### src/sv/ppst_pkg.sv
// Shared constants, types and the arctangent table of the pure pursuit steering block.
`default_nettype none
package ppst_pkg;

  localparam int ANGLE_FRAC_BITS   = 16;
  localparam int CORDIC_ITERATIONS = 20;

  localparam int AW        = ANGLE_FRAC_BITS + 5;
  localparam int ASH       = 30 - ANGLE_FRAC_BITS;
  localparam int CW        = 38;
  localparam int QW        = 35;
  localparam int MAGW      = 34;
  localparam int DW        = 34;
  localparam int SW        = 32;
  localparam int PW        = SW + DW;
  localparam int DVW       = 64;
  localparam int DIGW      = 16;
  localparam int DIV_STEPS = DVW / DIGW;
  localparam int RCW       = 24;
  localparam int RECIP_SH  = 24;
  localparam int SQW       = DW + 16;
  localparam int SQ_STEPS  = SQW / 2;
  localparam int CNT_W     = 6;

  localparam logic [63:0] PI_Q30      = 64'd3373259426;
  localparam logic [63:0] HALF_PI_Q30 = 64'd1686629713;
  localparam logic [63:0] ANG_RND     = 64'd1 << (ASH - 1);

  localparam logic signed [AW-1:0] PI_A      = AW'((PI_Q30 + ANG_RND) >> ASH);
  localparam logic signed [AW-1:0] HALF_PI_A = AW'((HALF_PI_Q30 + ANG_RND) >> ASH);
  localparam logic signed [AW-1:0] NEG_PI_A  = -PI_A;
  localparam logic signed [AW-1:0] NEG_HALF_PI_A = -HALF_PI_A;
  localparam logic signed [AW-1:0] TWO_PI_A  = PI_A + PI_A;

  localparam logic [29:0]   INV_GAIN     = 30'd652032874;
  localparam logic [DW-1:0] ARRIVE_LIMIT = DW'(6554);
  localparam logic [PW-1:0] TURN_ROUND   = PW'(64'd4831838208);
  localparam logic [30:0]   OUT_MAX      = 31'h7FFFFFFF;

  // Reciprocals of 9 and 3, scaled by 2^RECIP_SH and rounded up.
  localparam logic [RCW-1:0] RECIP9 = RCW'(1864136);
  localparam logic [RCW-1:0] RECIP3 = RCW'(5592406);

  typedef enum logic [4:0] {
    OP_NOP,
    OP_LOAD,
    OP_QUAT,
    OP_YAW_INIT,
    OP_BEAR_INIT,
    OP_CORDIC,
    OP_YAW_DONE,
    OP_BEAR_DONE,
    OP_DIST,
    OP_WRAP,
    OP_SIN_INIT,
    OP_SIN_DONE,
    OP_MUL,
    OP_DIV9_INIT,
    OP_DIV_STEP,
    OP_ANG_DONE,
    OP_DIV3_INIT,
    OP_SQRT_INIT,
    OP_SQRT_STEP,
    OP_SQRT_DONE,
    OP_OUT_TWIST,
    OP_OUT_STOP
  } op_e;

  typedef struct packed {
    logic cordic_last;
    logic div_last;
    logic sqrt_last;
    logic wrap_done;
    logic near;
    logic arrived;
    logic out_free;
  } status_t;

  function automatic logic signed [AW-1:0] atan_angle(input logic [4:0] idx);
    logic [31:0] q;
    case (idx)
      5'd0:  q = 32'h3243F6A8;
      5'd1:  q = 32'h1DAC6705;
      5'd2:  q = 32'h0FADBAFC;
      5'd3:  q = 32'h07F56EA6;
      5'd4:  q = 32'h03FEAB76;
      5'd5:  q = 32'h01FFD55B;
      5'd6:  q = 32'h00FFFAAA;
      5'd7:  q = 32'h007FFF55;
      5'd8:  q = 32'h003FFFEA;
      5'd9:  q = 32'h001FFFFD;
      5'd10: q = 32'h000FFFFF;
      5'd11: q = 32'h0007FFFF;
      5'd12: q = 32'h0003FFFF;
      5'd13: q = 32'h0001FFFF;
      5'd14: q = 32'h0000FFFF;
      5'd15: q = 32'h00007FFF;
      5'd16: q = 32'h00003FFF;
      5'd17: q = 32'h00001FFF;
      5'd18: q = 32'h00000FFF;
      5'd19: q = 32'h000007FF;
      5'd20: q = 32'h000003FF;
      5'd21: q = 32'h000001FF;
      5'd22: q = 32'h000000FF;
      5'd23: q = 32'h0000007F;
      5'd24: q = 32'h0000003F;
      5'd25: q = 32'h0000001F;
      5'd26: q = 32'h0000000F;
      5'd27: q = 32'h00000008;
      5'd28: q = 32'h00000004;
      5'd29: q = 32'h00000002;
      5'd30: q = 32'h00000001;
      default: q = 32'h00000000;
    endcase
    return AW'(({32'd0, q} + ANG_RND) >> ASH);
  endfunction

endpackage
`default_nettype wire

### src/sv/ppst_ctrl.sv
// Controller: sequences the datapath through one pose request and its twist results.
`default_nettype none
module ppst_ctrl
  import ppst_pkg::*;
(
  input  wire logic    clk_i,
  input  wire logic    rst_ni,
  input  wire logic    in_valid_i,
  input  wire status_t status_i,
  output logic         in_ready_o,
  output op_e          cmd_o
);

  typedef enum logic [23:0] {
    S_IDLE  = 24'h000001,
    S_QUAT  = 24'h000002,
    S_YAWI  = 24'h000004,
    S_YAW   = 24'h000008,
    S_YAWD  = 24'h000010,
    S_BEARI = 24'h000020,
    S_BEAR  = 24'h000040,
    S_BEARD = 24'h000080,
    S_DIST  = 24'h000100,
    S_WRAP  = 24'h000200,
    S_SINI  = 24'h000400,
    S_SIN   = 24'h000800,
    S_SIND  = 24'h001000,
    S_MUL   = 24'h002000,
    S_DIV9I = 24'h004000,
    S_DIV9  = 24'h008000,
    S_ANGD  = 24'h010000,
    S_DIV3I = 24'h020000,
    S_DIV3  = 24'h040000,
    S_SQI   = 24'h080000,
    S_SQ    = 24'h100000,
    S_SQD   = 24'h200000,
    S_OUT0  = 24'h400000,
    S_OUT1  = 24'h800000
  } state_e;

  state_e state_q, state_d;

  always_comb begin
    state_d = state_q;
    cmd_o = OP_NOP;
    in_ready_o = 1'b0;
    case (state_q)
      S_IDLE: begin
        cmd_o = OP_LOAD;
        in_ready_o = 1'b1;
        if (in_valid_i && !status_i.arrived) begin
          state_d = S_QUAT;
        end
      end
      S_QUAT: begin
        cmd_o = OP_QUAT;
        state_d = S_YAWI;
      end
      S_YAWI: begin
        cmd_o = OP_YAW_INIT;
        state_d = S_YAW;
      end
      S_YAW: begin
        cmd_o = OP_CORDIC;
        if (status_i.cordic_last) begin
          state_d = S_YAWD;
        end
      end
      S_YAWD: begin
        cmd_o = OP_YAW_DONE;
        state_d = S_BEARI;
      end
      S_BEARI: begin
        cmd_o = OP_BEAR_INIT;
        state_d = S_BEAR;
      end
      S_BEAR: begin
        cmd_o = OP_CORDIC;
        if (status_i.cordic_last) begin
          state_d = S_BEARD;
        end
      end
      S_BEARD: begin
        cmd_o = OP_BEAR_DONE;
        state_d = S_DIST;
      end
      S_DIST: begin
        cmd_o = OP_DIST;
        state_d = S_WRAP;
      end
      S_WRAP: begin
        cmd_o = OP_WRAP;
        if (status_i.wrap_done) begin
          state_d = S_SINI;
        end
      end
      S_SINI: begin
        cmd_o = OP_SIN_INIT;
        state_d = S_SIN;
      end
      S_SIN: begin
        cmd_o = OP_CORDIC;
        if (status_i.cordic_last) begin
          state_d = S_SIND;
        end
      end
      S_SIND: begin
        cmd_o = OP_SIN_DONE;
        state_d = S_MUL;
      end
      S_MUL: begin
        cmd_o = OP_MUL;
        state_d = S_DIV9I;
      end
      S_DIV9I: begin
        cmd_o = OP_DIV9_INIT;
        state_d = S_DIV9;
      end
      S_DIV9: begin
        cmd_o = OP_DIV_STEP;
        if (status_i.div_last) begin
          state_d = S_ANGD;
        end
      end
      S_ANGD: begin
        cmd_o = OP_ANG_DONE;
        state_d = S_DIV3I;
      end
      S_DIV3I: begin
        cmd_o = OP_DIV3_INIT;
        state_d = S_DIV3;
      end
      S_DIV3: begin
        cmd_o = OP_DIV_STEP;
        if (status_i.div_last) begin
          state_d = S_SQI;
        end
      end
      S_SQI: begin
        cmd_o = OP_SQRT_INIT;
        state_d = S_SQ;
      end
      S_SQ: begin
        cmd_o = OP_SQRT_STEP;
        if (status_i.sqrt_last) begin
          state_d = S_SQD;
        end
      end
      S_SQD: begin
        cmd_o = OP_SQRT_DONE;
        state_d = S_OUT0;
      end
      S_OUT0: begin
        if (status_i.out_free) begin
          cmd_o = OP_OUT_TWIST;
          state_d = status_i.near ? S_OUT1 : S_IDLE;
        end
      end
      S_OUT1: begin
        if (status_i.out_free) begin
          cmd_o = OP_OUT_STOP;
          state_d = S_IDLE;
        end
      end
      default: begin
        state_d = S_IDLE;
      end
    endcase
  end

  always_ff @(posedge clk_i or negedge rst_ni) begin
    if (!rst_ni) begin
      state_q <= S_IDLE;
    end else begin
      state_q <= state_d;
    end
  end

endmodule
`default_nettype wire

### config.mk
export PLATFORM = sky130hd
export DESIGN_NAME = ppst_ctrl
export DESIGN_NICKNAME = d
export VERILOG_FILES = /design/src/sv/ppst_pkg.sv /design/src/sv/ppst_ctrl.sv
export SDC_FILE = /design/constraint.sdc
export NUM_CORES = 1
export LEC_CHECK = 0
export BUFFER_PORTS_ARGS = -buffer_cell sky130_fd_sc_hd__buf_2
export CAP_MARGIN = 20
export CORE_MARGIN = 2
export CORE_UTILIZATION = 40
export CTS_CLUSTER_SIZE = 20
export DETAILED_ROUTE_END_ITERATION = 12
export PLACE_DENSITY = 0.64
export REMOVE_ABC_BUFFERS = 1
export SLEW_MARGIN = 20
export SYNTH_ARGS = -nofsm -noshare
export SYNTH_HDL_FRONTEND = slang
export SYNTH_SLANG_ARGS = --single-unit
### constraint.sdc
create_clock -name clk_i -period 3.6 [get_ports clk_i]
set_input_delay 0.72 -clock clk_i [delete_from_list [all_inputs] [get_ports clk_i]]
set_output_delay 0.72 -clock clk_i [all_outputs]
set_load 0.05 [all_outputs]
# [Word level (Yosys, flattened, before mapping)]
# Cells that the tools add are included.
# W data, S select, Z words.
[totals] wordCells=56 reg_bits=24 latch_bits=0 out_inout_bits=6 input_bits=10 mem_count=0 mem_bits_ro=0 mem_bits_rw=0
[classes] muxes=16 order_cmp=0 addsub=0 shifts=0 bitwise_logic=0 div=0 n_mul=0 reduce_logical=5 eq_ne=34
[ops] operator="$pmux W24 S24" count=1
[ops] operator="$mux W24" count=11
[ops] operator="$pmux W5 S21" count=1
[ops] operator="$eq A24 B1 Y1 const B" count=1
[ops] operator="$eq A24 B10 Y1 const B" count=1
[ops] operator="$eq A24 B11 Y1 const B" count=1
[ops] operator="$eq A24 B12 Y1 const B" count=1
[ops] operator="$eq A24 B13 Y1 const B" count=1
[ops] operator="$eq A24 B14 Y1 const B" count=1
[ops] operator="$eq A24 B15 Y1 const B" count=1
[ops] operator="$eq A24 B16 Y1 const B" count=1
[ops] operator="$eq A24 B17 Y1 const B" count=1
[ops] operator="$eq A24 B18 Y1 const B" count=1
[ops] operator="$eq A24 B19 Y1 const B" count=1
[ops] operator="$eq A24 B2 Y1 const B" count=1
[ops] operator="$eq A24 B20 Y1 const B" count=1
[ops] operator="$eq A24 B21 Y1 const B" count=1
[ops] operator="$eq A24 B22 Y1 const B" count=1
[ops] operator="$eq A24 B23 Y1 const B" count=1
[ops] operator="$eq A24 B24 Y1 const B" count=1
[ops] operator="$eq A24 B3 Y1 const B" count=1
[ops] operator="$eq A24 B4 Y1 const B" count=1
[ops] operator="$eq A24 B5 Y1 const B" count=1
[ops] operator="$eq A24 B6 Y1 const B" count=1
[ops] operator="11 further kinds" count=21

# [Logic depth before layout (Yosys ltp)]
[logic_depth] depth_word=4 mapped_depth=9 depth_no_buf=6

# [Worst setup path before layout]
# OpenSTA, ideal clock, no wires.
[synth_path] path_kind="register to output" start="register state_q[2]" end="output cmd_o[3]" path_stages_with_launch=7 slack_ns=0.515 arrival_time_ns=2.365 required_time_ns=2.880 path_buffers=1 cell_sequence="dfrtp_1 clkbuf_1 nor4_2 nand3_1 nor4_1 nor4_1 o21ai_0"
[synth_via] elab_chain_cells=3 word_cells_on_any_way=27 cone_classes="eq/ne: 24; mux: 1; reduce/logical: 2"
[synth_lines] element="start: declaration" line_no="ppst_ctrl.sv:41" text="state_e state_q, state_d;"
[synth_lines] element="start signal: assignment" line_no="ppst_ctrl.sv:175" text="state_q <= state_d;"
[synth_lines] element="$eq A24 B12 Y1, or another cell as far along" line_no="ppst_ctrl.sv:47" text="case (state_q)"
[synth_lines] element="$reduce_or A3 Y1 (no source line) / $reduce_or A2 Y1 (equally long branches)"
[synth_lines] element="$pmux W5 S21 *" line_no="ppst_ctrl.sv:47"
[synth_lines] element="end: declaration" line_no="ppst_ctrl.sv:11" text="output op_e cmd_o"
# Mark *: on every way between the ends. The rest lies on a longest branch, timed or not.

# [Worst setup path in the final report]
[layout_path] start="register state_q[5]" end="output cmd_o[0]"
# The elaborated chain is that of the path after synthesis.

==> reports/qor.txt <==
POWER
-------------------------------------------------------------------------------------------
Peak supply drop .............................................................     0.494 mV
Fraction of power consumed by combinational cells ............................        0.497
Sw frac ......................................................................        0.456
Total power density per cell area ............................................   521 nW/um2
Net Sw Power .................................................................       448 uW
Total internal power .........................................................       535 uW
Sequential Power Share .......................................................        0.332
Clk network pwr share ........................................................        0.171
Reported leakage power .......................................................     0.882 nW

CRITICAL PATH
-------------------------------------------------------------------------------------------
Critical Path End Type .......................................................   output pin
Class of the most critical setup path ........................................ flop to output pin
Kind of launch point of the worst setup path .................................         flop
CP max stage delay ...........................................................      0.68 ns
Worst path cell trace ........................................................ or4_1 -> nor4_4 -> nand3_1 -> nor3b_1 -> a2111oi_0 -> nand4_1 -> buf_2
Worst path bufs/invs .........................................................            1
Kind of cell with the highest combined delay on the critical path ............ simple AND/OR/NAND/NOR gates
Crit-path max FO .............................................................            7
Worst Path Arrival ...........................................................      2.79 ns
Cell with the biggest individual delay on the critical path ..................        or4_1
Req. time, crit path .........................................................      2.88 ns

GRT
-------------------------------------------------------------------------------------------
Total grt overflow ...........................................................            0
Number of antenna violations at the first check in global routing ............            0
Overall Global Routing Usage .................................................        0.188
Maximum number of pins on one net before global-route repair .................           25
Global-route wire length before repair .......................................      7.33 mm
Via count of the first global-routing pass ...................................         1504

CLOCKING
-------------------------------------------------------------------------------------------
TritonCTS clock tree .........................................................        built
Resize count post-CTS ........................................................            0
CTS buffer count .............................................................            3
Clock H-tree levels ..........................................................            1
Buffers inserted by post-CTS timing repair ...................................            0
Num Clock Sinks ..............................................................           24
Clock-pin slew on the worst setup and hold paths .............................      0.09 ns
Total of hold buffers inserted after clock tree synthesis ....................            0
Clock Tree Buf Depth .........................................................            2
Clock latency of the later-clocked register in the worst-skew pair ...........      0.27 ns
CTS Root Buffer Type .........................................................     clkbuf_8

FINAL LAYOUT
-------------------------------------------------------------------------------------------
Top reg by flops .............................................................      state_q
Max reg flops ................................................................           24
Multi-input gate area in the final layout ....................................     1030 um2
Largest registers ............................................................  state_q x24
Reg area .....................................................................      602 um2
Share of cells above drive strength 1 ........................................        0.200
P&R area growth vs syn .......................................................        9.91%
Total of fill cells in the finished design ...................................          403
Number of nets at the end of the flow ........................................          221
Post-layout util .............................................................        0.465
Post-route standard cell area excluding fillers ..............................     1890 um2
Number of diodes added for antenna fixing ....................................            0

FLOORPLANNING
-------------------------------------------------------------------------------------------
Initial standard-cell utilization of the core ................................        0.423
Die boundary width ...........................................................      69.5 um
Core Rows ....................................................................           23
Area of the core region ......................................................     4060 um2
Die area .....................................................................     4830 um2
Die outline height ...........................................................      69.5 um
I/O pin count ................................................................           16

PLACEMENT
-------------------------------------------------------------------------------------------
Number of port buffers .......................................................           15
Total placed instance area ...................................................     1830 um2
Post-detailed-placement half-perimeter wirelength ............................      3.38 mm
Last weighted congestion value of the routability-driven placer ..............        0.915
Post-place setup slack .......................................................     0.352 ns

LOGIC SYNTHESIS
-------------------------------------------------------------------------------------------
Area fraction of the dominant cell type after synthesis ......................        0.335
Cell types with the highest counts after synthesis ........................... nor2_1, dfrtp_1, nand3_1, nor3_1, nor4_1
Fraction of registers with async set or reset after synthesis ................         1.00
Number of synthesis warnings .................................................            0
EDFF count, synth ............................................................            0
Average footprint of a synthesized cell ......................................     8.85 um2
Most common cell in the synthesized netlist ..................................       nor2_1
Cell taking the most area after synthesis ....................................      dfrtp_1
Most used DFF post-synth .....................................................      dfrtp_1
Synthesized netlist cell count ...............................................          194
Number of unique standard cell types used by synthesis .......................           42
Cells taking the most area after synthesis ................................... dfrtp_1, nor2_1, nand3_1
Synth Register Bits ..........................................................           24
Seq/Total Area, Yosys ........................................................        0.351
Post-Syn Area ................................................................     1720 um2

STA
-------------------------------------------------------------------------------------------
Highest attainable clock frequency ...........................................      285 MHz
Period minus WS final ........................................................      3.51 ns
Post-Route Setup TNS .........................................................         0 ns
Slew Limit Headroom ..........................................................        0.589
Number of hold-slack violations in the final timing report ...................            0
Part of the cycle the worst path needs .......................................        0.974
Slew at the pin closest to its max-slew limit ................................     0.611 ns
Final worst slack ............................................................    0.0949 ns
Post-route clock skew ........................................................   0.00801 ns
Setup repair after global routing missed its margin ..........................          yes
Worst hold slack across all endpoints ........................................     0.420 ns
Max-slew violations ..........................................................            0
Final Setup Violations .......................................................            0

ROUTE
-------------------------------------------------------------------------------------------
Via count normalized by instance count .......................................         6.19
Remaining antenna violation count after routing ..............................            0
Router iterations before antenna repair ......................................            4
Routed wirelength normalized by instance count ...............................      16.7 um
DRC violation count after routing ............................................            0
Vias after detailed routing ..................................................         1609
Number of design-rule violations left by the first detailed-router iteration .          131
Overall routed net length ....................................................      4.35 mm

JOB
-------------------------------------------------------------------------------------------
Max-cap violations ...........................................................            0

OUTCOME
-------------------------------------------------------------------------------------------
Outcome ...................................................................... finished, final reports clean

MIN PATH
-------------------------------------------------------------------------------------------
Worst Hold Class ............................................................. primary input to asynchronous set/reset pin

==> cell usage in the layout (no fill, tap or decap), types with 4 or more instances in the layout <==
cell     count
nor2_1      27
dfrtp_1     23
nand3_1     18
buf_2       15
nor4_1      11
nor3_1      10
nand2_1      9
nand4_1      7
buf_4        7
xor2_1       6
nor4b_1      5
or4_1        4
inv_1        4
nor4_2       4
and3_1       4
nor3b_1      4
a21o_1       4
==> logic make-up (layout without fill, tap and decap cells) <==
logic type	count (synthesis)	after routing	share of synthesized area
buffers and inverters	14	30	0.0561
multiplexers	2	2	0.0117
AND/OR/NAND/NOR	124	124	0.445
XOR/XNOR	9	9	0.0459
AO/OA/AOI/OAI	21	21	0.0911
flip-flops	24	24	0.351
==> path summary, 6_finish.rpt <==
kind	end	slack [ns]	start	cells after the start
worst max register to register	state_q[23]$_DFFE_PN0P_	0.73	state_q[5]$_DFFE_PN0P_	6
max in group asynchronous	state_q[0]$_DFFE_PN1P_	2.80	rst_ni	1
min in group clk_i	state_q[0]$_DFFE_PN1P_	0.56	state_q[0]$_DFFE_PN1P_	2
worst min-delay path	state_q[13]$_DFFE_PN0P_	0.42	rst_ni	1
worst max-delay path	cmd_o[0]	0.09	state_q[5]$_DFFE_PN0P_	7
worst min register to register	state_q[0]$_DFFE_PN1P_	0.56	state_q[0]$_DFFE_PN1P_	2
==> routing by layer <==
layer  global-route usage  routed length, um  part of all wire
met1                0.274               2110              0.48
met2                0.281               1940              0.45
met3               0.0305                237             0.054
met4               0.0632                 66             0.015
met5                    0                  0                 0
==> per-stage QoR <==
step / power (mW) / instances
after floorplan: 0.678 / 184
after global placement: 0.821 / 256
after detailed placement: 0.815 / 256
after CTS: 0.979 / 260
after global routing: 1.04 / 260
final: 0.983 / 260
==> power groups by stage <==
stage / Sequential (mW) / Clock (mW) / Combinational, mW
4_1_cts: 0.326 / 0.168 / 0.485
3_5_place_dp: 0.332 / 0 / 0.483
5_1_grt: 0.331 / 0.181 / 0.530
6_report: 0.327 / 0.168 / 0.489
2_1_floorplan: 0.325 / 0 / 0.353
3_3_place_gp: 0.331 / 0 / 0.489
==> final cells by class <==
class / count / area share
Sequential cell: 24 / 0.319
Inverter: 4 / 0.00796
Timing Repair Buffer: 22 / 0.0676
Tap cell: 50 / 0.0332
Multi-Input combinational cell: 156 / 0.548
Clock buffer: 4 / 0.0239
==> worst register-to-register path, delay by kind of cell, from the launching register on <==
kind            cells  cell delay, ns
mux                 1            0.26
simple gates        4            1.85
compound gates      1            0.23
flops               1            0.46
Power figures use the tool's default switching activity.
